===== config.mk =====
export PLATFORM = sky130hd
export DESIGN_NAME = point_in_polygon_angle_sum_core
export DESIGN_NICKNAME = d
export VERILOG_FILES = /design/src/hw/rtl/pipas_pkg.sv /design/src/hw/rtl/point_in_polygon_angle_sum_core.sv /design/src/hw/rtl/pipas_cordic.sv
export SDC_FILE = /design/constraint.sdc
export NUM_CORES = 2
export LEC_CHECK = 0
export ABC_AREA = 1
export BUFFER_PORTS_ARGS = -buffer_cell sky130_fd_sc_hd__buf_4
export CAP_MARGIN = 20
export CELL_PAD_IN_SITES_DETAIL_PLACEMENT = 0
export CELL_PAD_IN_SITES_GLOBAL_PLACEMENT = 1
export CORE_ASPECT_RATIO = 0.5
export CORE_UTILIZATION = 45
export DETAILED_ROUTE_END_ITERATION = 7
export PLACE_DENSITY_LB_ADDON = 0.1
export SYNTH_ARGS = -nofsm -noshare
export SYNTH_HDL_FRONTEND = slang
export SYNTH_HIERARCHICAL = 1
export SYNTH_SLANG_ARGS = --single-unit

===== constraint.sdc =====
create_clock -name clk_i -period 5.8 [get_ports clk_i]
set_input_delay 0 -clock clk_i [delete_from_list [all_inputs] [get_ports clk_i]]
set_output_delay 0 -clock clk_i [all_outputs]
set_load 0.005 [all_outputs]

===== src/hw/rtl/pipas_pkg.sv =====
package pipas_pkg;

  // Field and datapath widths
  localparam int COORD_W  = 32;  // Q16.16 coordinates
  localparam int ANG_W    = 32;  // angle in 2^-32 of a full turn
  localparam int TOTAL_W  = 40;  // running angle sum, saturating

  // Digit-serial CORDIC geometry
  localparam int ANG_ITER   = 32;
  localparam int CORDIC_W   = 36;  // holds |v| * gain with margin
  localparam int DIGIT_W    = 4;
  localparam int NUM_DIGITS = CORDIC_W / DIGIT_W;

  localparam logic [ANG_W-1:0] HALF_TURN = 32'h8000_0000;

  // atan(2^-i) in 2^-32 turns
  localparam logic [ANG_W-1:0] ATAN_TBL [ANG_ITER] = '{
    32'h20000000, 32'h12E4051E, 32'h09FB385B, 32'h051111D4,
    32'h028B0D43, 32'h0145D7E1, 32'h00A2F61E, 32'h00517C55,
    32'h0028BE53, 32'h00145F2F, 32'h000A2F98, 32'h000517CC,
    32'h00028BE6, 32'h000145F3, 32'h0000A2FA, 32'h0000517D,
    32'h000028BE, 32'h0000145F, 32'h00000A30, 32'h00000518,
    32'h0000028C, 32'h00000146, 32'h000000A3, 32'h00000051,
    32'h00000029, 32'h00000014, 32'h0000000A, 32'h00000005,
    32'h00000003, 32'h00000001, 32'h00000001, 32'h00000000
  };

  // Inside window (358, 362) degrees as exact bounds on the sum:
  // sum > TOTAL_LO and sum <= TOTAL_HI (neither quotient is an integer).
  localparam longint unsigned DEG_PER_TURN = 360;
  localparam longint unsigned DEG_LO       = 358;
  localparam longint unsigned DEG_HI       = 362;
  localparam logic [TOTAL_W-1:0] TOTAL_LO  = TOTAL_W'((DEG_LO << ANG_W) / DEG_PER_TURN);
  localparam logic [TOTAL_W-1:0] TOTAL_HI  = TOTAL_W'((DEG_HI << ANG_W) / DEG_PER_TURN);

  // CORDIC result toward the control
  typedef struct packed {
    logic             done;  // one-cycle pulse
    logic             zero;  // vertex equals query point
    logic [ANG_W-1:0] dir;   // direction of vertex - point
  } pipas_dir_t;

  // Unsigned angle between two directions, in [0, half turn]
  function automatic logic [ANG_W-1:0] fold_ang(logic [ANG_W-1:0] from_dir,
                                                logic [ANG_W-1:0] to_dir);
    logic [ANG_W-1:0] d_fwd;
    logic [ANG_W-1:0] d_rev;
    d_fwd = to_dir - from_dir;
    d_rev = from_dir - to_dir;
    return (d_fwd > HALF_TURN) ? d_rev : d_fwd;
  endfunction

endpackage


===== src/hw/rtl/point_in_polygon_angle_sum_core.sv =====
// Point-in-polygon test by angle summation.
// Input channel (in_valid_i / in_stall_o): one polygon vertex per transaction.
//   first_vertex_i starts a polygon and latches point_x_i/point_y_i as the
//   query point; last_vertex_i adds the closing edge and produces a result.
// Output channel (out_valid_o / out_stall_i): one transaction per polygon,
//   inside_res_o and degenerate_o (vertex coincided with the query point).
// Each vertex runs one 32-iteration CORDIC, processed as 9 four-bit digits
//   per iteration, so the direction unit sets the pace: in_stall_o is high
//   from when a vertex is taken until control is back in its idle step.
//   A last vertex also adds the closing edge: its result is registered in
//   the final step, and the next vertex is accepted after that step.
// The output is a register of its own: a new vertex is accepted while a
//   result waits. If the receiver stalls and the next polygon finishes
//   first, the block holds that result in its final step until the
//   register frees up; no result is dropped or overwritten.
// Reset (async, active low) clears the query point, running sum and flags;
//   the stored previous/first vertices then read as the origin.
module point_in_polygon_angle_sum_core (
  input  logic                                 clk_i,
  input  logic                                 rst_ni,
  input  logic                                 in_valid_i,
  output logic                                 in_stall_o,
  input  logic signed [pipas_pkg::COORD_W-1:0] vertex_x_i,
  input  logic signed [pipas_pkg::COORD_W-1:0] vertex_y_i,
  input  logic signed [pipas_pkg::COORD_W-1:0] point_x_i,
  input  logic signed [pipas_pkg::COORD_W-1:0] point_y_i,
  input  logic                                 first_vertex_i,
  input  logic                                 last_vertex_i,
  output logic                                 out_valid_o,
  input  logic                                 out_stall_i,
  output logic                                 inside_res_o,
  output logic                                 degenerate_o
);
  import pipas_pkg::*;

  // Control sequence per vertex
  localparam logic [2:0] S_IDLE  = 3'd0;  // waiting for a vertex
  localparam logic [2:0] S_RUN   = 3'd1;  // CORDIC busy
  localparam logic [2:0] S_OPEN  = 3'd2;  // angle of edge prev -> current
  localparam logic [2:0] S_ADD1  = 3'd3;  // accumulate it
  localparam logic [2:0] S_CLOSE = 3'd4;  // angle of closing edge
  localparam logic [2:0] S_ADD2  = 3'd5;  // accumulate it
  localparam logic [2:0] S_RES   = 3'd6;  // window test, load output

  logic [2:0]                state_q;
  logic                      in_accept, out_free;
  pipas_dir_t                dir_res;

  // Latched transaction
  logic signed [COORD_W-1:0] vert_x_q, vert_y_q;
  logic signed [COORD_W-1:0] query_x_q, query_y_q;
  logic                      first_q, last_q;

  // Directions are cached instead of vertices: the query point only
  // changes on a first vertex, so each vertex needs one CORDIC pass.
  logic [ANG_W-1:0]          prev_dir_q, first_dir_q, cur_dir_q;
  logic                      prev_zero_q, first_zero_q, cur_zero_q;

  logic [ANG_W-1:0]          ang_q;
  logic [TOTAL_W-1:0]        total_q;
  logic                      poison_q;
  logic [TOTAL_W:0]          total_sum;
  logic [TOTAL_W-1:0]        total_sat;

  logic                      out_valid_q, inside_q, degen_q;

  assign in_stall_o = (state_q != S_IDLE);
  assign in_accept  = in_valid_i && !in_stall_o;
  assign out_free   = !out_valid_q || !out_stall_i;

  // Saturating accumulate; folded angle never exceeds a half turn
  assign total_sum = {1'b0, total_q} + (TOTAL_W+1)'(ang_q);
  assign total_sat = total_sum[TOTAL_W] ? '1 : total_sum[TOTAL_W-1:0];

  pipas_cordic u_cordic (
    .clk_i    (clk_i),
    .rst_ni   (rst_ni),
    .start_i  (in_accept),
    .vert_x_i (vert_x_q),
    .vert_y_i (vert_y_q),
    .pt_x_i   (query_x_q),
    .pt_y_i   (query_y_q),
    .res_o    (dir_res)
  );

  // Vertex, current direction, working angle and result bits: payload only
  always_ff @(posedge clk_i) begin
    if (in_accept) begin
      vert_x_q <= vertex_x_i;
      vert_y_q <= vertex_y_i;
    end
    if (state_q == S_RUN && dir_res.done) begin
      cur_dir_q  <= dir_res.dir;
      cur_zero_q <= dir_res.zero;
    end
    if (state_q == S_OPEN) begin
      if (first_q || prev_zero_q || cur_zero_q) begin
        ang_q <= '0;
      end else begin
        ang_q <= fold_ang(prev_dir_q, cur_dir_q);
      end
    end else if (state_q == S_CLOSE) begin
      if (cur_zero_q || first_zero_q) begin
        ang_q <= '0;
      end else begin
        ang_q <= fold_ang(cur_dir_q, first_dir_q);
      end
    end
    if (state_q == S_RES && out_free) begin
      inside_q <= !poison_q && (total_q > TOTAL_LO) && (total_q <= TOTAL_HI);
      degen_q  <= poison_q;
    end
  end

  always_ff @(posedge clk_i or negedge rst_ni) begin
    if (!rst_ni) begin
      state_q      <= S_IDLE;
      query_x_q    <= '0;
      query_y_q    <= '0;
      first_q      <= 1'b0;
      last_q       <= 1'b0;
      prev_dir_q   <= '0;
      first_dir_q  <= '0;
      prev_zero_q  <= 1'b1;  // origin vertex vs origin point
      first_zero_q <= 1'b1;
      total_q      <= '0;
      poison_q     <= 1'b0;
      out_valid_q  <= 1'b0;
    end else begin
      if (state_q == S_RES && out_free) begin
        out_valid_q <= 1'b1;
      end else if (!out_stall_i) begin
        out_valid_q <= 1'b0;
      end

      unique case (state_q)
        S_IDLE: begin
          if (in_accept) begin
            first_q <= first_vertex_i;
            last_q  <= last_vertex_i;
            if (first_vertex_i) begin
              query_x_q <= point_x_i;
              query_y_q <= point_y_i;
            end
            state_q <= S_RUN;
          end
        end
        S_RUN: begin
          if (dir_res.done) begin
            if (first_q) begin
              // new polygon: no edge yet
              total_q      <= '0;
              poison_q     <= 1'b0;
              first_dir_q  <= dir_res.dir;
              first_zero_q <= dir_res.zero;
            end
            state_q <= S_OPEN;
          end
        end
        S_OPEN: begin
          if (!first_q && (prev_zero_q || cur_zero_q)) begin
            poison_q <= 1'b1;
          end
          prev_dir_q  <= cur_dir_q;
          prev_zero_q <= cur_zero_q;
          state_q     <= S_ADD1;
        end
        S_ADD1: begin
          total_q <= total_sat;
          state_q <= last_q ? S_CLOSE : S_IDLE;
        end
        S_CLOSE: begin
          if (cur_zero_q || first_zero_q) begin
            poison_q <= 1'b1;
          end
          state_q <= S_ADD2;
        end
        S_ADD2: begin
          total_q <= total_sat;
          state_q <= S_RES;
        end
        S_RES: begin
          // hold here while an earlier result is still stalled
          if (out_free) begin
            state_q <= S_IDLE;
          end
        end
        default: begin
          state_q <= S_IDLE;
        end
      endcase
    end
  end

  assign out_valid_o  = out_valid_q;
  assign inside_res_o = inside_q;
  assign degenerate_o = degen_q;

`ifndef NO_ASSERTIONS
  // The direction unit only finishes while control waits for it
  a_done_in_run: assert property (@(posedge clk_i) disable iff (!rst_ni)
    dir_res.done |-> (state_q == S_RUN))
    else $error("CORDIC finished outside the run step");

  // A degenerate polygon is never reported inside
  a_inside_excl: assert property (@(posedge clk_i) disable iff (!rst_ni)
    out_valid_o |-> !(inside_res_o && degenerate_o))
    else $error("inside and degenerate both set");

  // Folded edge angle stays within a half turn
  a_ang_range: assert property (@(posedge clk_i) disable iff (!rst_ni)
    (state_q == S_ADD1 || state_q == S_ADD2) |-> (ang_q <= HALF_TURN))
    else $error("edge angle above half turn");

  // A new result only comes from the final step
  a_out_src: assert property (@(posedge clk_i) disable iff (!rst_ni)
    $rose(out_valid_q) |-> $past(state_q == S_RES))
    else $error("result transaction without a closing step");
`endif

endmodule


===== src/hw/rtl/pipas_cordic.sv =====
module pipas_cordic (
  input  logic                                clk_i,
  input  logic                                rst_ni,
  input  logic                                start_i,
  input  logic signed [pipas_pkg::COORD_W-1:0] vert_x_i,
  input  logic signed [pipas_pkg::COORD_W-1:0] vert_y_i,
  input  logic signed [pipas_pkg::COORD_W-1:0] pt_x_i,
  input  logic signed [pipas_pkg::COORD_W-1:0] pt_y_i,
  output pipas_pkg::pipas_dir_t               res_o
);
  import pipas_pkg::*;

  localparam int DIG_CW  = $clog2(NUM_DIGITS);
  localparam int ITER_CW = $clog2(ANG_ITER);
  localparam int OFF_W   = $clog2(CORDIC_W);
  localparam int POS_W   = $clog2(CORDIC_W + ANG_ITER + DIGIT_W);
  localparam int TBL_IW  = $clog2(ANG_W);
  localparam int EXT_W   = CORDIC_W - COORD_W;

  localparam logic [2:0] C_IDLE = 3'd0;
  localparam logic [2:0] C_DIFF = 3'd1;
  localparam logic [2:0] C_PRE  = 3'd2;
  localparam logic [2:0] C_ITER = 3'd3;
  localparam logic [2:0] C_DONE = 3'd4;

  logic [2:0]          state_q;
  logic [CORDIC_W-1:0] x_q, y_q, z_q;  // rotate LSB digit first
  logic                x_sign_q, y_sign_q, y_nz_q, nz_acc_q;
  logic                cx_q, cy_q, cz_q, zero_q;
  logic [DIG_CW-1:0]   dig_q;
  logic [ITER_CW-1:0]  iter_q;

  logic                y_pos, first_dig, last_dig, y_nz_new;
  logic                x_cin, y_cin, z_cin, pre_neg;
  logic [DIGIT_W-1:0]  dx_dig, dy_dig, tz_dig, x_op, y_op, z_op;
  logic [DIGIT_W:0]    x_sum, y_sum, z_sum;
  logic [CORDIC_W-1:0] x_ext, y_ext, x_pre, y_pre;
  logic [OFF_W-1:0]    off;
  logic [POS_W-1:0]    pos, tpos;

  // Digit of (y >>> i), (x >>> i) and atan(2^-i) for this digit slot.
  // Bits past the top of the word read as the sign held from the
  // start of the iteration.
  always_comb begin
    dx_dig = '0;
    dy_dig = '0;
    tz_dig = '0;
    off    = '0;
    pos    = '0;
    tpos   = '0;
    for (int t = 0; t < DIGIT_W; t++) begin
      off  = OFF_W'(iter_q) + OFF_W'(t);
      pos  = POS_W'(dig_q) * POS_W'(DIGIT_W) + POS_W'(off);
      tpos = POS_W'(dig_q) * POS_W'(DIGIT_W) + POS_W'(t);
      dx_dig[t] = (pos < POS_W'(CORDIC_W)) ? y_q[off] : y_sign_q;
      dy_dig[t] = (pos < POS_W'(CORDIC_W)) ? x_q[off] : x_sign_q;
      tz_dig[t] = (tpos < POS_W'(ANG_W)) ? ATAN_TBL[iter_q][tpos[TBL_IW-1:0]] : 1'b0;
    end
  end

  always_comb begin
    y_pos     = !y_sign_q && y_nz_q;
    first_dig = (dig_q == '0);
    last_dig  = (dig_q == DIG_CW'(NUM_DIGITS - 1));

    x_op  = y_pos ? dx_dig : ~dx_dig;
    x_cin = first_dig ? !y_pos : cx_q;
    y_op  = y_pos ? ~dy_dig : dy_dig;
    y_cin = first_dig ? y_pos : cy_q;
    z_op  = y_pos ? tz_dig : ~tz_dig;
    z_cin = first_dig ? !y_pos : cz_q;

    x_sum = {1'b0, x_q[DIGIT_W-1:0]} + {1'b0, x_op} + (DIGIT_W+1)'(x_cin);
    y_sum = {1'b0, y_q[DIGIT_W-1:0]} + {1'b0, y_op} + (DIGIT_W+1)'(y_cin);
    z_sum = {1'b0, z_q[DIGIT_W-1:0]} + {1'b0, z_op} + (DIGIT_W+1)'(z_cin);

    y_nz_new = (first_dig ? 1'b0 : nz_acc_q) | (|y_sum[DIGIT_W-1:0]);

    x_ext = {{EXT_W{vert_x_i[COORD_W-1]}}, vert_x_i}
          - {{EXT_W{pt_x_i[COORD_W-1]}}, pt_x_i};
    y_ext = {{EXT_W{vert_y_i[COORD_W-1]}}, vert_y_i}
          - {{EXT_W{pt_y_i[COORD_W-1]}}, pt_y_i};

    // left half plane: rotate by a half turn first
    pre_neg = x_q[CORDIC_W-1];
    x_pre   = pre_neg ? ('0 - x_q) : x_q;
    y_pre   = pre_neg ? ('0 - y_q) : y_q;
  end

  always_ff @(posedge clk_i or negedge rst_ni) begin
    if (!rst_ni) begin
      state_q  <= C_IDLE;
      x_q      <= '0;
      y_q      <= '0;
      z_q      <= '0;
      x_sign_q <= 1'b0;
      y_sign_q <= 1'b0;
      y_nz_q   <= 1'b0;
      nz_acc_q <= 1'b0;
      cx_q     <= 1'b0;
      cy_q     <= 1'b0;
      cz_q     <= 1'b0;
      zero_q   <= 1'b0;
      dig_q    <= '0;
      iter_q   <= '0;
    end else begin
      unique case (state_q)
        C_IDLE: begin
          if (start_i) begin
            state_q <= C_DIFF;
          end
        end
        C_DIFF: begin
          x_q     <= x_ext;
          y_q     <= y_ext;
          state_q <= C_PRE;
        end
        C_PRE: begin
          zero_q   <= (x_q == '0) && (y_q == '0);
          x_q      <= x_pre;
          y_q      <= y_pre;
          z_q      <= pre_neg ? CORDIC_W'(HALF_TURN) : '0;
          x_sign_q <= x_pre[CORDIC_W-1];
          y_sign_q <= y_pre[CORDIC_W-1];
          y_nz_q   <= |y_pre;
          dig_q    <= '0;
          iter_q   <= '0;
          state_q  <= C_ITER;
        end
        C_ITER: begin
          x_q      <= {x_sum[DIGIT_W-1:0], x_q[CORDIC_W-1:DIGIT_W]};
          y_q      <= {y_sum[DIGIT_W-1:0], y_q[CORDIC_W-1:DIGIT_W]};
          z_q      <= {z_sum[DIGIT_W-1:0], z_q[CORDIC_W-1:DIGIT_W]};
          cx_q     <= x_sum[DIGIT_W];
          cy_q     <= y_sum[DIGIT_W];
          cz_q     <= z_sum[DIGIT_W];
          nz_acc_q <= y_nz_new;
          if (last_dig) begin
            dig_q    <= '0;
            x_sign_q <= x_sum[DIGIT_W-1];
            y_sign_q <= y_sum[DIGIT_W-1];
            y_nz_q   <= y_nz_new;
            iter_q   <= iter_q + 1'b1;
            if (iter_q == ITER_CW'(ANG_ITER - 1)) begin
              state_q <= C_DONE;
            end
          end else begin
            dig_q <= dig_q + 1'b1;
          end
        end
        C_DONE: begin
          state_q <= C_IDLE;
        end
        default: begin
          state_q <= C_IDLE;
        end
      endcase
    end
  end

  assign res_o.done = (state_q == C_DONE);
  assign res_o.zero = zero_q;
  assign res_o.dir  = z_q[ANG_W-1:0];

endmodule


==> flow_metrics.env <==
export IMPL_status="complete, no violations"
export IMPL_clock_path_buffers=3
export IMPL_io_buffer_count=137
export IMPL_slew_viol_final=0
export IMPL_cp_max_fo=30
export IMPL_synthTopCellsByArea="dfrtp_1, nand2_1, edfxtp_1"
export IMPL_worst_slew_pin_transition_ps=1060
export IMPL_p_sw_share_pct=54.5
export IMPL_insertion_delay_ps=650
export IMPL_p_leak_nw=21.6
export IMPL_endpoint_kind="flip-flop"
export IMPL_grt_total_usage_pct=33.2
export IMPL_seq_power_share_pct=22.6
export IMPL_die_area_mm2=0.0897
export IMPL_place_ws_ps=1250
export IMPL_dp_hpwl_um=119000
export IMPL_period_share_pct=80.6
export IMPL_area_growth_pct=12.1
export IMPL_ctsHtreeMaxLevel=2
export IMPL_critPathLaunchType="flip-flop"
export IMPL_die_h_um=212
export IMPL_drtIter0Drc=4177
export IMPL_place_inst=7157
export IMPL_synth_top_area_share_pct=19.0
export IMPL_viasPerCell=5.56
export IMPL_io_pins=138
export IMPL_dr_total_vias=41100
export IMPL_core_area_mm2=0.0868
export IMPL_synthFlopType="dfrtp_1"
export IMPL_hold_violations=0
export IMPL_grt_pass1_vias=39100
export IMPL_routedWlPerCell_um=20.5
export IMPL_clockPowerShare_pct=14.0
export IMPL_cp_arrival_ps=5230
export IMPL_gp_congestion=1.03
export IMPL_max_slew_margin_pct=29.5
export IMPL_grt_pass1_wl_um=231000
export IMPL_placedInstanceArea_mm2=0.0416
export IMPL_yosys_warnings=6
export IMPL_synth_async_reset_ratio_pct=70.0
export IMPL_cts_sinks=436
export IMPL_peakVddDrop_mv=0.351
export IMPL_initial_core_util_pct=45.9
export IMPL_p_sw_w=0.0132
export IMPL_cts_inserted_buffers=47
export IMPL_hold_path_class="in -> async"
export IMPL_grt_max_degree=146
export IMPL_synth_edff_count=131
export IMPL_finalClockSkew_ps=18.8
export IMPL_synth_cells=6009
export IMPL_cts_tree="done"
export IMPL_p_comb_share_pct=63.4
export IMPL_holdWs_ps=7.45
export IMPL_routed_wl_um=151000
export IMPL_grt_setup_unrepaired="no"
export IMPL_clk_root_buffer_cell="clkbuf_16"
export IMPL_final_cells=7381
export IMPL_avgSynthCellArea_um2=6.63
export IMPL_ys_types=77
export IMPL_cts_reportedPaths_clkPinSlew_ps=70
export IMPL_final_cell_area_mm2=0.0446
export IMPL_critPathKind="reg -> reg"
export IMPL_critical_path_required_ps=6350
export IMPL_setup_viol=0
export IMPL_max_freq_mhz=214
export IMPL_layout_setup_ws_ps=1120
export IMPL_post_route_min_period_ps=4680
export IMPL_ys_seq_elements=436
export IMPL_antenna_found_initial=1
export IMPL_diodes=0
export IMPL_p_per_area_mw_per_mm2=542
export IMPL_ant_nets=0
export IMPL_finalSetupTns_ps=0
export IMPL_yosys_area_top_type="dfrtp_1"
export IMPL_gr_total_overflow=0
export IMPL_yosysSeqAreaShare_pct=29.1
export IMPL_netlist_area_mm2=0.0398
export IMPL_rows=76
export IMPL_fillers=8810
export IMPL_syn_nets=6425
export IMPL_drc=0
export IMPL_final_layout_size_suffix_gt1_share_pct=7.13
export IMPL_dr_pass1_iters=6
export IMPL_maxCapViolCount=0
export IMPL_cts_resized_gates=0
export IMPL_die_x_um=423
export IMPL_internal_power_w=0.0110
export IMPL_nets=6588
==> placed cells by master, fill, tap and decap left out, drive strengths merged, types with 60 or more instances in the layout <==
cell         instances
dfrtp              303
dlygate4sd3        134
ha                 265
edfxtp             131
nand3              449
nand2             1747
inv                863
xor2               114
a21oi              379
o21ai              505
nor2               537
clkbuf              60
buf                185
==> power by group through the flow <==
stage	combinational, W	clock [W]	sequential, W
floorplan	0.0107	0	0.00502
global placement	0.0148	0	0.00547
detailed placement	0.0149	0	0.00548
CTS	0.0151	0.00344	0.00543
global route	0.0170	0.00355	0.00558
finish	0.0153	0.00338	0.00547
==> Yosys cell counts, types with 20 or more instances <==
master,instances
buf_4,41
a31oi_1,28
xor2_1,109
o21ai_0,426
a22oi_1,22
nor2_1,488
buf_2,52
a221oi_1,20
edfxtp_1,131
clkbuf_1,83
o21bai_1,20
nor4_1,25
dfrtp_1,303
o21ai_1,75
nand3b_1,20
nor3_1,48
a21o_1,26
o211ai_1,42
a21oi_1,376
nand2_1,1714
nand3_1,440
nand2_2,28
inv_2,33
nand4_1,55
xnor2_1,24
inv_1,819
nor2_2,30
o22ai_1,58
ha_1,265
==> final cells by class <==
type                    count  area, µm²  share of cell area (%)
clock inverters            28        344                   0.771
inverters                 864       3250                    7.28
flip-flops and latches    436      11600                    25.9
multi-input cells        4504      23900                    53.5
clock buffers              60       1330                    2.97
well taps                1170       1460                    3.28
repair buffers            319       2780                    6.23
==> path summary, 6_finish.rpt <==
kind / depth (start not counted) / startpoint / slack, ps / to
max in group asynchronous: 3 / rst_ni / 4940 / query_y_q[24]$_DFFE_PN0P_
hold reg to reg: 2 / first_zero_q$_DFFE_PN1P_ / 470 / first_zero_q$_DFFE_PN1P_
setup reg to reg: 19 / u_cordic/iter_q[1]$_DFFE_PN0P_ / 1120 / u_cordic/x_q[35]$_DFFE_PN0P_
setup / recovery: 19 / u_cordic/iter_q[1]$_DFFE_PN0P_ / 1120 / u_cordic/x_q[35]$_DFFE_PN0P_
hold / removal: 3 / rst_ni / 7 / prev_dir_q[6]$_DFFE_PN0P_
min in group clk_i: 2 / vertex_y_i[18] / 60 / vert_y_q[18]$_DFFE_PP_
==> kinds of logic (layout without fill, tap and decap cells) <==
| group | after synthesis | count (layout) | synth area share [%] |
|---|---|---|---|
| xor gates and xnor gates | 138 | 138 | 3.13 |
| muxes | 3 | 3 | 0.0786 |
| AOI/OAI and AO/OA | 1171 | 1171 | 16.6 |
| DFF | 436 | 436 | 29.1 |
| adders and majority gates | 282 | 282 | 9.18 |
| buffers and inverters | 1069 | 1271 | 11.0 |
| and+or+nand+nor | 2910 | 2910 | 31.0 |
==> flip-flops by register name, indices dropped and copies added, names as in the netlist, 36 cells and up <==
register and cells:
u_cordic/z_q 36, u_cordic/y_q 36, total_q 40, u_cordic/x_q 36
==> layer usage <==
metal | GRT usage, % | part of all wire (%)
met5 | 0 | 0.0086
met3 | 5.58 | 7.0
met4 | 15.6 | 5.2
met2 | 52.2 | 43
met1 | 44.7 | 45
==> worst max-delay path, cell delays in order, from the launching register on <==
cell     delay (ps)
dfrtp_1         410
buf_4           240
inv_2           430
ha_1            310
inv_1            60
ha_1            390
ha_1            260
fa_1            410
xor2_1          180
nor3_1          130
o21ai_0         230
a21oi_1         170
nand2_1          90
o21ai_1         290
ha_1            320
xnor2_1         210
nand2_1         110
nand3_1         120
inv_1            50
a22oi_1         150
==> per-stage QoR <==
step	util [%]	power, W
3_3_place_gp	47.9	0.0203
5_1_grt	51.4	0.0261
4_1_cts	51.4	0.0239
2_1_floorplan	-	0.0157
6_report	51.4	0.0242
3_5_place_dp	47.9	0.0204
==> timing repair <==
action | in CTS | in global routing
hold buffers | 134 | 1
hold endpoints to repair | 202 | 14
setup buffers | 0 | 0
Power figures use the tool's default switching activity.
